<file path="src/npsf_pkg.sv">
// shared constants, types and helper functions for the nearest point search block
`default_nettype none

package npsf_pkg;

    // table geometry
    localparam int TABLE_DEPTH = 32;
    localparam int ADDR_W      = $clog2(TABLE_DEPTH);
    localparam int IDX_W       = 5;

    // field widths
    localparam int COORD_W = 25;
    localparam int KIND_W  = 4;
    localparam int RANGE_W = 25;
    localparam int ABS_W   = 25;
    localparam int SQ_W    = 2 * ABS_W;
    localparam int DIST_W  = 52;

    // request codes
    localparam logic REQ_WRITE = 1'b0;
    localparam logic REQ_QUERY = 1'b1;

    // controller states
    typedef enum logic [1:0] {
        ST_IDLE,
        ST_SCAN,
        ST_FLUSH,
        ST_DONE
    } state_t;

    // commands from controller to datapath
    typedef struct packed {
        logic start_query;
        logic write_entry;
        logic issue;
        logic load_result;
    } cmd_t;

    // status from datapath to controller
    typedef struct packed {
        logic last_addr;
        logic pipe_busy;
    } sts_t;

    // magnitude of the difference of two signed coordinates
    function automatic logic [ABS_W-1:0] abs_diff(
        input logic signed [COORD_W-1:0] a,
        input logic signed [COORD_W-1:0] b
    );
        logic signed [COORD_W:0] d;
        logic signed [COORD_W:0] n;
        d = {a[COORD_W-1], a} - {b[COORD_W-1], b};
        n = {b[COORD_W-1], b} - {a[COORD_W-1], a};
        if (d[COORD_W])
        begin
            abs_diff = n[ABS_W-1:0];
        end
        else
        begin
            abs_diff = d[ABS_W-1:0];
        end
    endfunction

endpackage

`default_nettype wire

</file>
<file path="src/npsf_ctrl.sv">
// controller state machine: sequences writes, table scans and result hand-off
`default_nettype none

module npsf_ctrl (
    input  wire logic           clk,
    input  wire logic           rst_n,
    input  wire logic           in_valid,
    output logic                in_ready,
    input  wire logic           req_type,
    output logic                out_valid,
    input  wire logic           out_ready,
    input  wire npsf_pkg::sts_t sts,
    output npsf_pkg::cmd_t      cmd
);
    import npsf_pkg::*;

    state_t state_reg;
    state_t state_next;
    logic   out_valid_reg;
    logic   out_valid_next;

    // state and output valid registers
    always_ff @(posedge clk or negedge rst_n)
    begin
        if (!rst_n)
        begin
            state_reg     <= ST_IDLE;
            out_valid_reg <= 1'b0;
        end
        else
        begin
            state_reg     <= state_next;
            out_valid_reg <= out_valid_next;
        end
    end

    // next state and commands
    always_comb
    begin
        state_next       = state_reg;
        cmd              = '0;
        in_ready         = 1'b0;
        out_valid_next   = out_valid_reg && !out_ready;
        unique case (state_reg)
            ST_IDLE:
            begin
                in_ready = 1'b1;
                if (in_valid)
                begin
                    if (req_type == REQ_QUERY)
                    begin
                        cmd.start_query = 1'b1;
                        state_next      = ST_SCAN;
                    end
                    else
                    begin
                        cmd.write_entry = 1'b1;
                        state_next      = ST_DONE;
                    end
                end
            end
            ST_SCAN:
            begin
                cmd.issue = 1'b1;
                if (sts.last_addr)
                begin
                    state_next = ST_FLUSH;
                end
            end
            ST_FLUSH:
            begin
                if (!sts.pipe_busy)
                begin
                    state_next = ST_DONE;
                end
            end
            ST_DONE:
            begin
                if (!out_valid_reg || out_ready)
                begin
                    cmd.load_result = 1'b1;
                    out_valid_next  = 1'b1;
                    state_next      = ST_IDLE;
                end
            end
            default:
            begin
                state_next = ST_IDLE;
            end
        endcase
    end

    assign out_valid = out_valid_reg;

endmodule

`default_nettype wire

</file>
<file path="config.mk">
export PLATFORM = sky130hd
export DESIGN_NAME = npsf_ctrl
export DESIGN_NICKNAME = d
export VERILOG_FILES = /design/src/npsf_pkg.sv /design/src/npsf_ctrl.sv
export SDC_FILE = /design/constraint.sdc
export NUM_CORES = 1
export LEC_CHECK = 0
export BUFFER_PORTS_ARGS = -buffer_cell sky130_fd_sc_hd__buf_2
export CAP_MARGIN = 25
export CORE_AREA = 2 2 39 41
export CTS_CLUSTER_DIAMETER = 80
export DETAILED_ROUTE_END_ITERATION = 16
export DIE_AREA = 0 0 41 43
export PLACE_DENSITY = 0.37
export SLEW_MARGIN = 20
export SYNTH_ARGS = -nofsm -noshare
export SYNTH_HDL_FRONTEND = slang
export SYNTH_SLANG_ARGS = --single-unit
</file>
<file path="constraint.sdc">
create_clock -name clk -period 1.3 [get_ports clk]
set_input_delay 0.26 -clock clk [delete_from_list [all_inputs] [get_ports clk]]
set_output_delay 0.26 -clock clk [all_outputs]
set_load 0.01 [all_outputs]
</file>
==> results by group <==
Cells and area
  – NumNets Final: 61
  – Fillers: 150
  – Design Area, Final: 509 um^2
  – Final core utilization: 0.368
  – Layout cells sized above 1: 0.714
  – Ant diodes: 0
  – Largest register FFs: 2
  – Synth-to-Final Area Change: 107%

Die
  – I/O pins: 13
  – Die height: 43 um
  – Chip width: 41 um
  – Cell Rows: 14
  – Initial Utilization: 0.178
  – Die area: 0.00176 mm^2
  – Core area: 0.00138 mm^2

Global routing
  – First-pass GRT wire length: 993 um
  – Total gr overflow: 0
  – Initial antenna violation count: 0
  – All-Layer GR Usage: 0.0876
  – Maximum number of pins on one net before global-route repair: 5
  – Vias in the first global route: 283

CTS
  – H-tree depth: 1
  – CTS tree: built
  – CTS buffer count: 3
  – Clock buffer depth: 2
  – Clock latency at the later pin of the worst-skew pair: 0.23 ns
  – Root Driver: clkbuf_4
  – CTS clock-pin slew for the worst setup and hold paths: 0.04 ns
  – Sink Count: 3

Synthesis
  – Yosys cell types: 17
  – Post-synth EDFFs: 0
  – Flops & latches, synth: 3
  – Top cells by area, synth: dfrtp_1 (30%), ha_1 (20%), nand2b_1 (7.6%), o2111ai_2 (6.1%), mux2i_1 (4.1%)
  – Post-synthesis net count: 37
  – Most common cell in the netlist: ha_1
  – Commonest cells in the synthesized netlist: ha_1 (4), dfrtp_1 (3), nand2b_1 (3)
  – Post-synthesis sequential area ratio: 0.305
  – Synth warn: 0
  – Post-Synthesis Cells: 26
  – Post-synth ARST share: 1.00
  – Cell taking the most area after synthesis: dfrtp_1
  – Predominant post-synthesis flop cell: dfrtp_1
  – Cell area after synthesis: 246 um^2
  – Share of Yosys cell area claimed by the top area cell type: 0.305
  – Syn Area/Cell: 9.48 um^2

Critical path
  – Max Fanout on Critical Path: 3
  – CP arrival: 1.12 ns
  – CP required: 1.04 ns
  – Reg2Reg Launch Point: state_reg[1]
  – Worst setup SP type: flip-flop
  – Critical path capture point type: output port
  – Kind of critical path: reg -> out
  – CP startpoint: state_reg[1]

Detailed routing
  – Metal1 wirelength: 224 um
  – Met2 wire len: 384 um
  – Routed wire length: 644 um
  – Antenna Nets Post-Route: 0
  – Vias post-DR: 269
  – Max layer used: met3
  – TritonRoute pass-1 iters: 2
  – Via-to-Cell Ratio: 4.14
  – Post-route DRC: 0
  – WL/cell: 9.91 um
  – WL met3: 35 um
  – DR iter-0 viols: 3

Timing
  – Final Hold Fails: 0
  – Minimum clock period: 1.38 ns
  – Final setup fails: 6
  – Clock skew: 0.000837 ns
  – Final period utilization: 1.06
  – Worst setup margin: -0.0772 ns
  – RSZ-0062 raised after global routing: yes
  – Worst slew pin tran: 0.192 ns
  – Slew Viols, Final: 0
  – Slew HR: 0.872
  – F_max: 726 MHz
  – Setup TNS: -0.305 ns

Power
  – P per Cell Area: 2500 mW/mm^2
  – Worst VDD drop: 0.966 mV
  – Lkg Pwr: 0.000240 uW

Placed design
  – GPL Wtd Cong: 0.713
  – Hpwl dp: 456 um
  – Port bufs: 12
  – Area post-placement: 342 um^2
  – Pre-CTS setup slack: -0.0127 ns

Outcome
  – Status: finished, violations left
  – Failing checks: setup timing

Flow run
  – Maxcap violations: 0

Min path
  – Worst hold start: out_ready
  – HP Class: in -> reg
## critical path, cell delays in order (launching register included)
cell	delay, ns
dfrtp_1	0.40
inv_2	0.09
ha_4	0.14
and3_4	0.16
buf_6	0.09
## power breakdown
part / switching, uW / internal, uW
combinational: 395 / 529
sequential: 41.7 / 145
clock: 46.7 / 115
## per-stage QoR
step / total power (uW) / hold WS (ns) / instances
floorplan: 526 / -0.0356 / 26
detailed placement: 709 / 0.0590 / 56
global route: 1380 / 0.355 / 65
global placement: 707 / 0.0571 / 56
finish: 1270 / 0.334 / 65
CTS: 1200 / 0.315 / 64
## routing by layer
layer | global-route usage | vias to the layer above
met5 | 0 | -
met1 | 0.0714 | 128
li1 | - | 134
met4 | 0.0800 | 0
met2 | 0.156 | 7
met3 | 0.0157 | 0
## area by class of cell
| class | count | area (um^2) | share of cell area |
|---|---|---|---|
| Timing Repair Buffer | 19 | 140 | 0.275 |
| Inverter | 3 | 13.8 | 0.0270 |
| Tap cell | 16 | 20.0 | 0.0393 |
| Multi-Input combinational cell | 20 | 234 | 0.459 |
| Sequential cell | 3 | 75.1 | 0.147 |
| Clock buffer | 4 | 26.3 | 0.0516 |
## placed cells by master, fill, tap and decap left out, types with 2 or more instances in the layout
cell type	count
ha_4	3
inv_2	2
buf_4	6
nand2b_1	2
dfrtp_1	3
buf_2	8
buf_6	4
clkbuf_4	3
## final timing paths
path                       cells past startpoint  slack (ns)           end
setup / recovery                               4       -0.08        cmd[3]
hold / removal                                 3        0.33     out_valid
setup reg to reg                               7       -0.01  state_reg[0]
hold reg to reg                                2        0.54     out_valid
max in group asynchronous                      2        0.84  state_reg[1]
min in group asynchronous                      2        0.35  state_reg[0]
## what timing repair did
item | 4_1_cts | 5_1_grt
hold endpoints to repair | 3 | 0
setup endpoints to repair | 7 | 6
setup buffers | 4 | 1
gates resized for setup | 17 | 3
pin swaps | 6 | 2
hold buffers | 1 | 0
## cell families (layout without fill, tap and decap cells)
family	Yosys count	in the layout	synth area share
buffers and inverters	3	26	0.0457
DFF	3	3	0.305
AOI/OAI and AO/OA	3	3	0.117
adders and majority gates	4	4	0.203
and+or+nand+nor	12	12	0.289
muxes	1	1	0.0406
(Power assumes the default switching activity.)
